$ cat config.mk
export PLATFORM = sky130hd
export DESIGN_NAME = utf8_to_utf16_decoder
export DESIGN_NICKNAME = d
export VERILOG_FILES = /design/src/rtl/core/u8u16_pkg.sv /design/src/rtl/core/u8u16_front.sv /design/src/rtl/core/u8u16_back.sv /design/src/rtl/core/utf8_to_utf16_decoder.sv
export SDC_FILE = /design/constraint.sdc
export NUM_CORES = 1
export LEC_CHECK = 0
export BUFFER_PORTS_ARGS = -buffer_cell sky130_fd_sc_hd__clkbuf_2
export CORE_MARGIN = 1
export CORE_UTILIZATION = 53
export CTS_CLUSTER_SIZE = 16
export DETAILED_ROUTE_END_ITERATION = 8
export GPL_ROUTABILITY_DRIVEN = 0
export GPL_TIMING_DRIVEN = 1
export HOLD_SLACK_MARGIN = 0.1
export PLACE_DENSITY = 0.86
export SLEW_MARGIN = 10
export SYNTH_ARGS = -nofsm -noshare
export SYNTH_HDL_FRONTEND = slang
export SYNTH_HIERARCHICAL = 1
export SYNTH_SLANG_ARGS = --single-unit
$ cat constraint.sdc
create_clock -name clk -period 2.8 [get_ports clk]
set_clock_uncertainty 0.1 [all_clocks]
set_input_delay 0.28 -clock clk [delete_from_list [all_inputs] [get_ports clk]]
set_output_delay 0.28 -clock clk [all_outputs]
set_load 0.005 [all_outputs]
$ cat src/rtl/core/u8u16_pkg.sv
// Shared types and constants of the UTF-8 to UTF-16 decoder.
// Used by the front, back and top-level modules; depends on nothing.
package u8u16_pkg;

  // Result status codes.
  localparam logic [1:0] ST_UNIT  = 2'd0;
  localparam logic [1:0] ST_BAD   = 2'd1;
  localparam logic [1:0] ST_UNSUP = 2'd2;
  localparam logic [1:0] ST_END   = 2'd3;

  // Code unit value of a byte order mark.
  localparam logic [15:0] BOM_UNIT = 16'hFEFF;

  // Depth of each short queue, and the width of its fill count.
  localparam int QUEUE_DEPTH = 2;
  localparam int PTR_W = $clog2(QUEUE_DEPTH);
  localparam int CNT_W = $clog2(QUEUE_DEPTH + 1);

  // Byte classes found by the front part.
  typedef enum logic [2:0] {
    CLS_ASCII = 3'd0,
    CLS_CONT  = 3'd1,
    CLS_LEAD2 = 3'd2,
    CLS_LEAD3 = 3'd3,
    CLS_UNSUP = 3'd4,
    CLS_BAD   = 3'd5
  } byte_class_t;

  // One classified byte on its way from the front to the back.
  typedef struct packed {
    logic [7:0]  data;
    logic        last;
    byte_class_t cls;
  } item_t;

  // One result request on its way out.
  typedef struct packed {
    logic [15:0] unit;
    logic [1:0]  status;
    logic        eos;
  } result_t;

  // Classify a raw byte by its lead bits.
  function automatic byte_class_t classify(input logic [7:0] b);
    byte_class_t c;
    if (b == 8'h00) begin
      c = CLS_BAD;
    end else if (b[7] == 1'b0) begin
      c = CLS_ASCII;
    end else if (b[7:6] == 2'b10) begin
      c = CLS_CONT;
    end else if (b[7:5] == 3'b110) begin
      c = CLS_LEAD2;
    end else if (b[7:4] == 4'b1110) begin
      c = CLS_LEAD3;
    end else if (b[7:1] == 7'b1111111) begin
      c = CLS_BAD;
    end else begin
      c = CLS_UNSUP;
    end
    return c;
  endfunction

endpackage

$ cat src/rtl/core/u8u16_front.sv
// Front part: takes raw bytes, classifies them and holds them in a short queue.
// Depends on u8u16_pkg.
module u8u16_front (
  input  logic              clk,
  input  logic              rst_n,
  input  logic              push,
  output logic              full,
  input  logic [7:0]        byte_in,
  input  logic              last_byte,
  output logic              item_valid,
  input  logic              item_take,
  output u8u16_pkg::item_t  item
);

  u8u16_pkg::item_t                     slot_r [u8u16_pkg::QUEUE_DEPTH];
  logic [u8u16_pkg::PTR_W-1:0]          wr_ptr_r, wr_ptr_nxt;
  logic [u8u16_pkg::PTR_W-1:0]          rd_ptr_r, rd_ptr_nxt;
  logic [u8u16_pkg::CNT_W-1:0]          cnt_r, cnt_nxt;
  logic                                 do_push, do_pop;

  // Queue handshake; full is a register-only decode so the two sides stay apart.
  assign full       = (cnt_r == u8u16_pkg::CNT_W'(u8u16_pkg::QUEUE_DEPTH));
  assign item_valid = (cnt_r != '0);
  assign do_push    = push && !full;
  assign do_pop     = item_take && item_valid;
  assign item       = slot_r[rd_ptr_r];

  // Pointer and fill count update.
  always_comb begin
    wr_ptr_nxt = wr_ptr_r;
    rd_ptr_nxt = rd_ptr_r;
    cnt_nxt    = cnt_r;
    if (do_push) begin
      wr_ptr_nxt = (wr_ptr_r == u8u16_pkg::PTR_W'(u8u16_pkg::QUEUE_DEPTH - 1)) ?
                   '0 : wr_ptr_r + 1'b1;
    end
    if (do_pop) begin
      rd_ptr_nxt = (rd_ptr_r == u8u16_pkg::PTR_W'(u8u16_pkg::QUEUE_DEPTH - 1)) ?
                   '0 : rd_ptr_r + 1'b1;
    end
    if (do_push && !do_pop) begin
      cnt_nxt = cnt_r + 1'b1;
    end else if (do_pop && !do_push) begin
      cnt_nxt = cnt_r - 1'b1;
    end
  end

  always_ff @(posedge clk) begin
    if (!rst_n) begin
      wr_ptr_r <= '0;
      rd_ptr_r <= '0;
      cnt_r    <= '0;
    end else begin
      wr_ptr_r <= wr_ptr_nxt;
      rd_ptr_r <= rd_ptr_nxt;
      cnt_r    <= cnt_nxt;
    end
  end

  // Classified byte storage.
  always_ff @(posedge clk) begin
    if (do_push) begin
      slot_r[wr_ptr_r] <= '{data: byte_in, last: last_byte,
                            cls: u8u16_pkg::classify(byte_in)};
    end
  end

endmodule

$ cat src/rtl/core/u8u16_back.sv
// Back part: runs the sequence decoder on classified bytes and queues the results.
// Depends on u8u16_pkg.
module u8u16_back (
  input  logic              clk,
  input  logic              rst_n,
  input  logic              item_valid,
  output logic              item_take,
  input  u8u16_pkg::item_t  item,
  output logic              empty,
  input  logic              pop,
  output u8u16_pkg::result_t result
);

  // Decoder state.
  logic [1:0]  pend_r, pend_nxt;
  logic [15:0] part_r, part_nxt;
  logic [1:0]  seq_r, seq_nxt;
  logic        start_r, start_nxt;
  logic        disc_r, disc_nxt;

  // Result queue.
  u8u16_pkg::result_t               slot_r [u8u16_pkg::QUEUE_DEPTH];
  logic [u8u16_pkg::PTR_W-1:0]      wr_ptr_r, wr_ptr_nxt;
  logic [u8u16_pkg::PTR_W-1:0]      rd_ptr_r, rd_ptr_nxt;
  logic [u8u16_pkg::CNT_W-1:0]      cnt_r, cnt_nxt;

  logic               res_valid;
  u8u16_pkg::result_t res;
  logic [15:0]        shifted;
  logic [1:0]         pend_dec;
  logic               do_pop, do_push;

  assign empty    = (cnt_r == '0);
  assign do_pop   = pop && !empty;
  assign result   = slot_r[rd_ptr_r];
  // An item is taken whenever the result queue has room for its result.
  assign item_take = item_valid &&
                     ((cnt_r != u8u16_pkg::CNT_W'(u8u16_pkg::QUEUE_DEPTH)) || do_pop);
  assign do_push  = item_take && res_valid;

  assign shifted  = {part_r[9:0], item.data[5:0]};
  assign pend_dec = pend_r - 2'd1;

  // Sequence decoder: one classified byte per cycle while the result queue has room.
  always_comb begin
    pend_nxt  = pend_r;
    part_nxt  = part_r;
    seq_nxt   = seq_r;
    start_nxt = start_r;
    disc_nxt  = disc_r;
    res_valid = 1'b0;
    res       = '{unit: 16'h0000, status: u8u16_pkg::ST_BAD, eos: item.last};
    if (item_take) begin
      if (disc_r) begin
        // Dropping the rest of a string after an error.
        if (item.last) begin
          res_valid = 1'b1;
          res.status = u8u16_pkg::ST_END;
          disc_nxt  = 1'b0;
          start_nxt = 1'b1;
        end
      end else if (pend_r != 2'd0) begin
        if (item.cls != u8u16_pkg::CLS_CONT) begin
          res_valid = 1'b1;
        end else if (pend_dec != 2'd0) begin
          if (item.last) begin
            res_valid = 1'b1;
          end else begin
            part_nxt = shifted;
            pend_nxt = pend_dec;
          end
        end else begin
          // Sequence complete; a leading byte order mark gives no code unit.
          part_nxt  = 16'h0000;
          seq_nxt   = 2'd0;
          pend_nxt  = 2'd0;
          start_nxt = item.last;
          if (start_r && (seq_r == 2'd3) && (shifted == u8u16_pkg::BOM_UNIT)) begin
            res_valid  = item.last;
            res.status = u8u16_pkg::ST_END;
          end else begin
            res_valid  = 1'b1;
            res.unit   = shifted;
            res.status = u8u16_pkg::ST_UNIT;
          end
        end
      end else begin
        unique case (item.cls)
          u8u16_pkg::CLS_ASCII: begin
            res_valid  = 1'b1;
            res.unit   = {8'h00, item.data};
            res.status = u8u16_pkg::ST_UNIT;
            start_nxt  = item.last;
          end
          u8u16_pkg::CLS_LEAD2: begin
            if (item.last) begin
              res_valid = 1'b1;
            end else begin
              part_nxt = {11'h000, item.data[4:0]};
              seq_nxt  = 2'd2;
              pend_nxt = 2'd1;
            end
          end
          u8u16_pkg::CLS_LEAD3: begin
            if (item.last) begin
              res_valid = 1'b1;
            end else begin
              part_nxt = {12'h000, item.data[3:0]};
              seq_nxt  = 2'd3;
              pend_nxt = 2'd2;
            end
          end
          u8u16_pkg::CLS_UNSUP: begin
            res_valid  = 1'b1;
            res.status = u8u16_pkg::ST_UNSUP;
          end
          default: begin
            res_valid = 1'b1;
          end
        endcase
      end
      // Any error result drops the rest of the string, or ends it here.
      if (res_valid && ((res.status == u8u16_pkg::ST_BAD) ||
                        (res.status == u8u16_pkg::ST_UNSUP))) begin
        pend_nxt  = 2'd0;
        part_nxt  = 16'h0000;
        seq_nxt   = 2'd0;
        start_nxt = item.last;
        disc_nxt  = !item.last;
      end
    end
  end

  // Result queue pointers and fill count.
  always_comb begin
    wr_ptr_nxt = wr_ptr_r;
    rd_ptr_nxt = rd_ptr_r;
    cnt_nxt    = cnt_r;
    if (do_push) begin
      wr_ptr_nxt = (wr_ptr_r == u8u16_pkg::PTR_W'(u8u16_pkg::QUEUE_DEPTH - 1)) ?
                   '0 : wr_ptr_r + 1'b1;
    end
    if (do_pop) begin
      rd_ptr_nxt = (rd_ptr_r == u8u16_pkg::PTR_W'(u8u16_pkg::QUEUE_DEPTH - 1)) ?
                   '0 : rd_ptr_r + 1'b1;
    end
    if (do_push && !do_pop) begin
      cnt_nxt = cnt_r + 1'b1;
    end else if (do_pop && !do_push) begin
      cnt_nxt = cnt_r - 1'b1;
    end
  end

  always_ff @(posedge clk) begin
    if (!rst_n) begin
      pend_r   <= 2'd0;
      part_r   <= 16'h0000;
      seq_r    <= 2'd0;
      start_r  <= 1'b1;
      disc_r   <= 1'b0;
      wr_ptr_r <= '0;
      rd_ptr_r <= '0;
      cnt_r    <= '0;
    end else begin
      pend_r   <= pend_nxt;
      part_r   <= part_nxt;
      seq_r    <= seq_nxt;
      start_r  <= start_nxt;
      disc_r   <= disc_nxt;
      wr_ptr_r <= wr_ptr_nxt;
      rd_ptr_r <= rd_ptr_nxt;
      cnt_r    <= cnt_nxt;
    end
  end

  // Result storage.
  always_ff @(posedge clk) begin
    if (do_push) begin
      slot_r[wr_ptr_r] <= res;
    end
  end

endmodule

$ cat src/rtl/core/utf8_to_utf16_decoder.sv
// Path: each accepted byte is registered in the byte queue, and the result it completes in the result queue.
// Throughput: one byte per cycle while the result queue has room, set by the sequence decoder in the back part.
// Two-entry queues after the classifier and after the decoder absorb stalls on either side.
// Reset: synchronous, active low; both queues empty and the decoder at string start.
// Top level of the UTF-8 to UTF-16 decoder; depends on u8u16_pkg, u8u16_front, u8u16_back.
module utf8_to_utf16_decoder (
  input  logic        clk,
  input  logic        rst_n,
  input  logic        push,
  output logic        full,
  input  logic [7:0]  in_byte_in,
  input  logic        in_last_byte,
  output logic        empty,
  input  logic        pop,
  output logic [15:0] out_code_unit,
  output logic [1:0]  out_status,
  output logic        out_end_of_string
);

  u8u16_pkg::item_t   item;
  u8u16_pkg::result_t result;
  logic               item_valid;
  logic               item_take;

  // Classifier and byte queue.
  u8u16_front u_front (
    .clk        (clk),
    .rst_n      (rst_n),
    .push       (push),
    .full       (full),
    .byte_in    (in_byte_in),
    .last_byte  (in_last_byte),
    .item_valid (item_valid),
    .item_take  (item_take),
    .item       (item)
  );

  // Decoder and result queue.
  u8u16_back u_back (
    .clk        (clk),
    .rst_n      (rst_n),
    .item_valid (item_valid),
    .item_take  (item_take),
    .item       (item),
    .empty      (empty),
    .pop        (pop),
    .result     (result)
  );

  assign out_code_unit     = result.unit;
  assign out_status        = result.status;
  assign out_end_of_string = result.eos;

endmodule

==> results.yml, run 1 <==
cts:
  numCtsBuffers: 9
  clock_sinks: 88
  clockBufferDepth: 2
  clock_latency_ns: 0.36
  root_buffer: "clkbuf_8"
  htreeDepth: 3
  cts_tree: "built"
  path_clk_slew_ns: 0.09
placement:
  dpl_cell_area_um2: 4110
  portBuffers: 33
  dp.cells: 406
  dp_hpwl_um: 4890
floorplanning:
  initial_utilization: 0.553
  die_x_um: 86.4
  die_h_um: 86.4
  core_um2: 6830
  rows: 30
  pin_count: 34
  die_area_um2: 7470
final_layout:
  multi_input_area_um2: 1320
  drive_gt1_frac: 0.321
  diodes: 0
  nets: 346
  finalInstanceArea_um2: 4420
  final_common_cell: "edfxtp_1"
  layout.cells.non_filler: 432
  seq_area_um2: 2380
  area_growth_pct: 17.1
  layout_common_cells: "edfxtp_1, clkbuf_2, mux2_2"
  fillCellCount: 509
setup_path:
  r2r_cells: 9
  worstSetupStartpointType: "flop"
  end_kind: "flop"
  crit_arrival_ns: 2.85
  r2r_setup_slack_ns: 0.14
  crit_fanout: 7
  cp.required_ns: 2.99
  r2r-end: "u_back/cnt_r[1]$_SDFFE_PN0P_"
  critPathKind: "flop to flop"
pwr:
  total_power_mw: 4.40
  switchingPower_mw: 1.49
  swShare: 0.339
  vdd_drop_max_mv: 0.398
  p_seq_frac: 0.444
  leakagePower_nw: 1.69
  p_per_area_nw_per_um2: 994
  p_clk_frac: 0.187
  internal_power_mw: 2.91
  comb_power_share: 0.370
sta:
  slew_headroom: 0.445
  min_period_ns: 2.66
  worst_pin_slew_ns: 0.831
  finalSetupViolations: 0
  rsz0062_at_grt: "no"
  whs_ns: 0.161
  final_max_slew_viol_count: 0
  hold_viol_final: 0
  clock.fmax_mhz: 377
  period_share: 0.949
  fin_tns_setup_ns: 0
global_route:
  grt_pass1_wl_um: 11300
  grt_max_degree: 20
  grt_pass1_vias: 2390
  grt-ovfl-total: 0
  grt_use_total: 0.202
  antenna_found_initial: 0
logic_synthesis:
  synth_seq_cells: 88
  synth_top_cell_area_share: 0.493
  avgSynthCellArea_um2: 13.6
  synth_cell_type_count: 59
  ys_seq_area_frac: 0.631
  ys_top_cells_by_area: "edfxtp_1, dfxtp_1, mux2_2, a32o_1, nor2_1"
  yosys_warnings: 6
  syn_nets: 292
  ys.flop_type: "edfxtp_1"
  synth_top_cell_by_area: "edfxtp_1"
  synth_edf_count: 62
  synthArstFlopShare: 0
  syn_area_um2: 3780
  synth_cells: 277
route:
  vias: 2447
  drtPass1Iterations: 4
  drc_errors: 0
  viasPerCell: 5.66
  ant_nets: 0
  wl_per_cell_um: 16.8
  wl_um: 7240
  drt-initial-drc-count: 223
worst_hold_path:
  min_to: "u_back/start_r$_SDFFE_PN1P_"
  hp-start: "rst_n"
  holdCritPathClass: "input port to flop"
  holdPathStages: 2
run:
  drv_cap: 0
outcome:
  run_status: "complete, no violations"
## flip-flops by register name, summed over array words and instances (netlist names), 2 cells and up, named ones only
signal,cells
u_back/pend_r,2
u_back/cnt_r,2
u_back/slot_r,38
u_front/cnt_r,2
u_back/part_r,10
u_back/seq_r,2
u_front/slot_r,24
## per-layer routing
metal / GRT usage / wire length, µm
met5: 0 / 0
met4: 0.106 / 174
met3: 0.0295 / 356
met2: 0.349 / 3580
met1: 0.247 / 3130
## cell families (layout without fill, tap and decap cells)
logic type | Yosys count | count (layout) | synth area share
DFF | 88 | 88 | 0.631
and+or+nand+nor | 82 | 82 | 0.126
AOI/OAI and AO/OA | 45 | 45 | 0.0967
muxes | 33 | 33 | 0.0980
buffers and inverters | 20 | 79 | 0.0258
xor gates and xnor gates | 7 | 7 | 0.0162
adders and majority gates | 2 | 2 | 0.00662
## worst max-delay path by stage
stage / from / to / slack [ns] / cells past startpoint
6_report: flop / u_back/cnt_r[1]$_SDFFE_PN0P_ / 0.14 / 9
5_1_grt: flop / u_back/cnt_r[1]$_SDFFE_PN0P_ / 0.006 / 10
4_1_cts: flop / u_back/cnt_r[1]$_SDFFE_PN0P_ / 0.06 / 9
3_5_place_dp: flop / u_back/cnt_r[1]$_SDFFE_PN0P_ / 0.08 / 9
3_3_place_gp: flop / u_back/cnt_r[1]$_SDFFE_PN0P_ / 0.13 / 9
2_1_floorplan: flop / u_back/slot_r[1][0]$_DFFE_PP_ / -0.08 / 7
## critical path, stage by stage, from the launching register on
cell,delay (ns)
dfxtp_1,0.39
mux2_4,0.21
or3b_4,0.39
a21boi_4,0.16
or2_1,0.22
a211oi_2,0.23
inv_2,0.07
ha_1,0.31
or3_1,0.37
a21oi_1,0.13
## synth_stat cells (all sizes together), types with 3 or more instances
| library cell | count |
|---|---|
| edfxtp | 62 |
| mux2 | 32 |
| dfxtp | 26 |
| nor2 | 18 |
| nand2 | 11 |
| a32o | 10 |
| and3 | 10 |
| inv | 9 |
| a21oi | 8 |
| and2 | 8 |
| o21ai | 8 |
| buf | 7 |
| xor2 | 6 |
| a21boi | 5 |
| clkbuf | 4 |
| nand2b | 4 |
| nand4 | 4 |
| nand3 | 3 |
| nor3 | 3 |
| nor4 | 3 |
| or2 | 3 |
| or3 | 3 |
## area by class of cell
| cell class | instances | area share |
|---|---|---|
| Multi-Input combinational cell | 169 | 0.299 |
| Inverter | 9 | 0.00764 |
| Tap cell | 96 | 0.0272 |
| Timing Repair Buffer | 54 | 0.0866 |
| Clock buffer | 9 | 0.0280 |
| Clock inverter | 7 | 0.0133 |
| Sequential cell | 88 | 0.539 |
## repair_timing
item	CTS	global route
hold buffers	9	0
endpoints found under the setup margin	0	4
resized for setup	0	4
hold endpoints to repair	18	0
buffers inserted	0	1
## per-stage QoR
step | utilization | setup WS (ns)
floorplan | - | -0.0779
global placement | 0.601 | 0.126
detailed placement | 0.601 | 0.0793
CTS | 0.641 | 0.0550
global route | 0.647 | 0.00580
finish | 0.647 | 0.144
## power by group through the flow
stage | sequential [mW] | combinational (mW) | clock [mW]
floorplan | 1.90 | 1.11 | 0
global placement | 1.96 | 1.55 | 0
detailed placement | 1.98 | 1.59 | 0
CTS | 1.95 | 1.61 | 0.830
global route | 1.98 | 1.77 | 0.884
finish | 1.95 | 1.63 | 0.820
Power figures use the tool's default switching activity.
==> inputs of run 2 (changes only) <==
--- a/config.mk
+++ b/config.mk
@@ -7,13 +7,13 @@
 export LEC_CHECK = 0
 export BUFFER_PORTS_ARGS = -buffer_cell sky130_fd_sc_hd__clkbuf_2
 export CORE_MARGIN = 1
-export CORE_UTILIZATION = 53
+export CORE_UTILIZATION = 30
 export CTS_CLUSTER_SIZE = 16
 export DETAILED_ROUTE_END_ITERATION = 8
 export GPL_ROUTABILITY_DRIVEN = 0
 export GPL_TIMING_DRIVEN = 1
 export HOLD_SLACK_MARGIN = 0.1
-export PLACE_DENSITY = 0.86
+export PLACE_DENSITY = 0.59
 export SLEW_MARGIN = 10
 export SYNTH_ARGS = -nofsm -noshare
 export SYNTH_HDL_FRONTEND = slang
==> results.yml, run 2 (synthesis results as in run 1) <==
global_route:
  grt_pass1_vias: 2288
  antenna_found_initial: 0
  grt_max_degree: 20
  grt_pass1_wl_um: 11700
  grt_use_total: 0.119
  grt-ovfl-total: 0
worst_hold_path:
  min_to: "u_front/slot_r[0][8]$_DFFE_PP_"
  holdCritPathClass: "input port to flop"
  hp-start: "in_byte_in[4]"
  holdPathStages: 1
final_layout:
  layout_common_cells: "edfxtp_1, clkbuf_2, mux2_2"
  drive_gt1_frac: 0.319
  diodes: 0
  nets: 345
  regMostFlops: "u_back/slot_r"
  largest_reg_flops: 38
  final_common_cell: "edfxtp_1"
  area_growth_pct: 21.6
  finish.utilization: 0.378
  top_regs: "u_back/slot_r: 38 flops, u_front/slot_r: 24 flops, u_back/part_r: 10 flops"
sta:
  clock.fmax_mhz: 374
  finalSetupViolations: 0
  worst_pin_slew_ns: 0.835
  final_max_slew_viol_count: 0
  hold_viol_final: 0
  min_period_ns: 2.68
  period_share: 0.955
  fin_tns_setup_ns: 0
  slew_headroom: 0.443
cts:
  clockBufferDepth: 2
  root_buffer: "clkbuf_16"
  cts_tree: "built"
  path_clk_slew_ns: 0.06
  clock_latency_ns: 0.34
  clock_sinks: 88
  htreeDepth: 3
  numCtsBuffers: 9
setup_path:
  worstSetupStartpointType: "flop"
  r2r-end: "u_back/cnt_r[1]$_SDFFE_PN0P_"
  r2r_cells: 10
  critPathKind: "flop to flop"
  r2r_setup_slack_ns: 0.12
  end_kind: "flop"
  crit_arrival_ns: 2.84
  cp.required_ns: 2.96
  crit_fanout: 7
floorplanning:
  pin_count: 34
  die_h_um: 114
  core_um2: 12200
  die_x_um: 114
  rows: 40
  initial_utilization: 0.311
  die_area_um2: 13000
placement:
  portBuffers: 33
  dp_hpwl_um: 5020
route:
  wl_um: 7420
  drc_errors: 0
  ant_nets: 0
  viasPerCell: 4.67
  wl_met1_um: 3570
  vias: 2347
  drtPass1Iterations: 4
  drt-initial-drc-count: 175
  met2_length_um: 3460
  met3_length_um: 275
  wl_per_cell_um: 14.8
  highest_layer: "met4"
outcome:
  run_status: "complete, no violations"
run:
  drv_cap: 0
pwr:
  vdd_drop_max_mv: 0.307
  leakagePower_nw: 1.71
  p_per_area_nw_per_um2: 1050
==> run 2: cell types whose count changed in the layout (fill, tap and decap cells not counted), sizes merged <==
| cell | change |
|---|---|
| inv | -5 |
| dlygate4sd3 | -2 |
| buf | +1 |
| clkbuf | +4 |
| bufinv | +1 |
==> run 2: area by class of cell <==
class	instances	area, µm²
fill	1166	7570
clock buffer	13	250
sequential	88	2380
tap	168	210
clock inverter	3	42.5
inverter	9	33.8
timing repair buffer	53	358
multi-input combinational	169	1320
==> run 2: metrics by stage <==
stage	instances	area [µm²]	total power [mW]	hold WS, ns	worst slack (ns)
after floorplan	277	3780	3.02	0.279	-0.0779
after global placement	478	4200	3.56	0.360	0.130
after detailed placement	478	4200	3.61	0.365	0.0646
after CTS	501	4560	4.82	0.100	0.0457
after global routing	503	4590	5.09	0.120	-0.0113
final	503	4590	4.81	0.113	0.125
==> run 2: worst max-delay path by stage <==
| stage | depth (start not counted) | endpoint | slack [ns] |
|---|---|---|---|
| floorplan | 7 | u_back/slot_r[1][0]$_DFFE_PP_ | -0.08 |
| global placement | 9 | u_back/cnt_r[1]$_SDFFE_PN0P_ | 0.13 |
| detailed placement | 9 | u_back/cnt_r[1]$_SDFFE_PN0P_ | 0.06 |
| CTS | 11 | u_back/cnt_r[1]$_SDFFE_PN0P_ | 0.05 |
| global route | 12 | u_back/cnt_r[1]$_SDFFE_PN0P_ | -0.01 |
| finish | 10 | u_back/cnt_r[1]$_SDFFE_PN0P_ | 0.12 |
==> run 2: worst max-delay path: stages, from the launching register on <==
cell and delay, ns:
dfxtp_1 0.32, mux2_2 0.28, or3b_4 0.40, a21boi_4 0.16
or2_1 0.22, a211oi_2 0.27, inv_2 0.08, ha_4 0.16
xor2_1 0.14, or3_1 0.31, a21oi_1 0.15
==> run 2: report_power, final <==
part | internal [mW] | total (mW) | switching [mW] | leakage, nW
sequential | 1.79 | 1.94 | 0.150 | 0.797
clock | 0.715 | 1.19 | 0.472 | 0.140
combinational | 0.798 | 1.68 | 0.882 | 0.770
==> run 2: per-layer routing <==
layer	vias to the layer above	track usage
li1	1154	-
met1	1134	0.156
met2	47	0.187
met3	12	0.0296
met4	0	0.0528
met5	-	0
==> run 2: what timing repair did <==
item / CTS / global route
setup endpoints to repair: 0 / 1
hold endpoints to repair: 14 / 0
setup buffers: 0 / 2
hold buffers: 7 / 0
resized for setup: 0 / 2
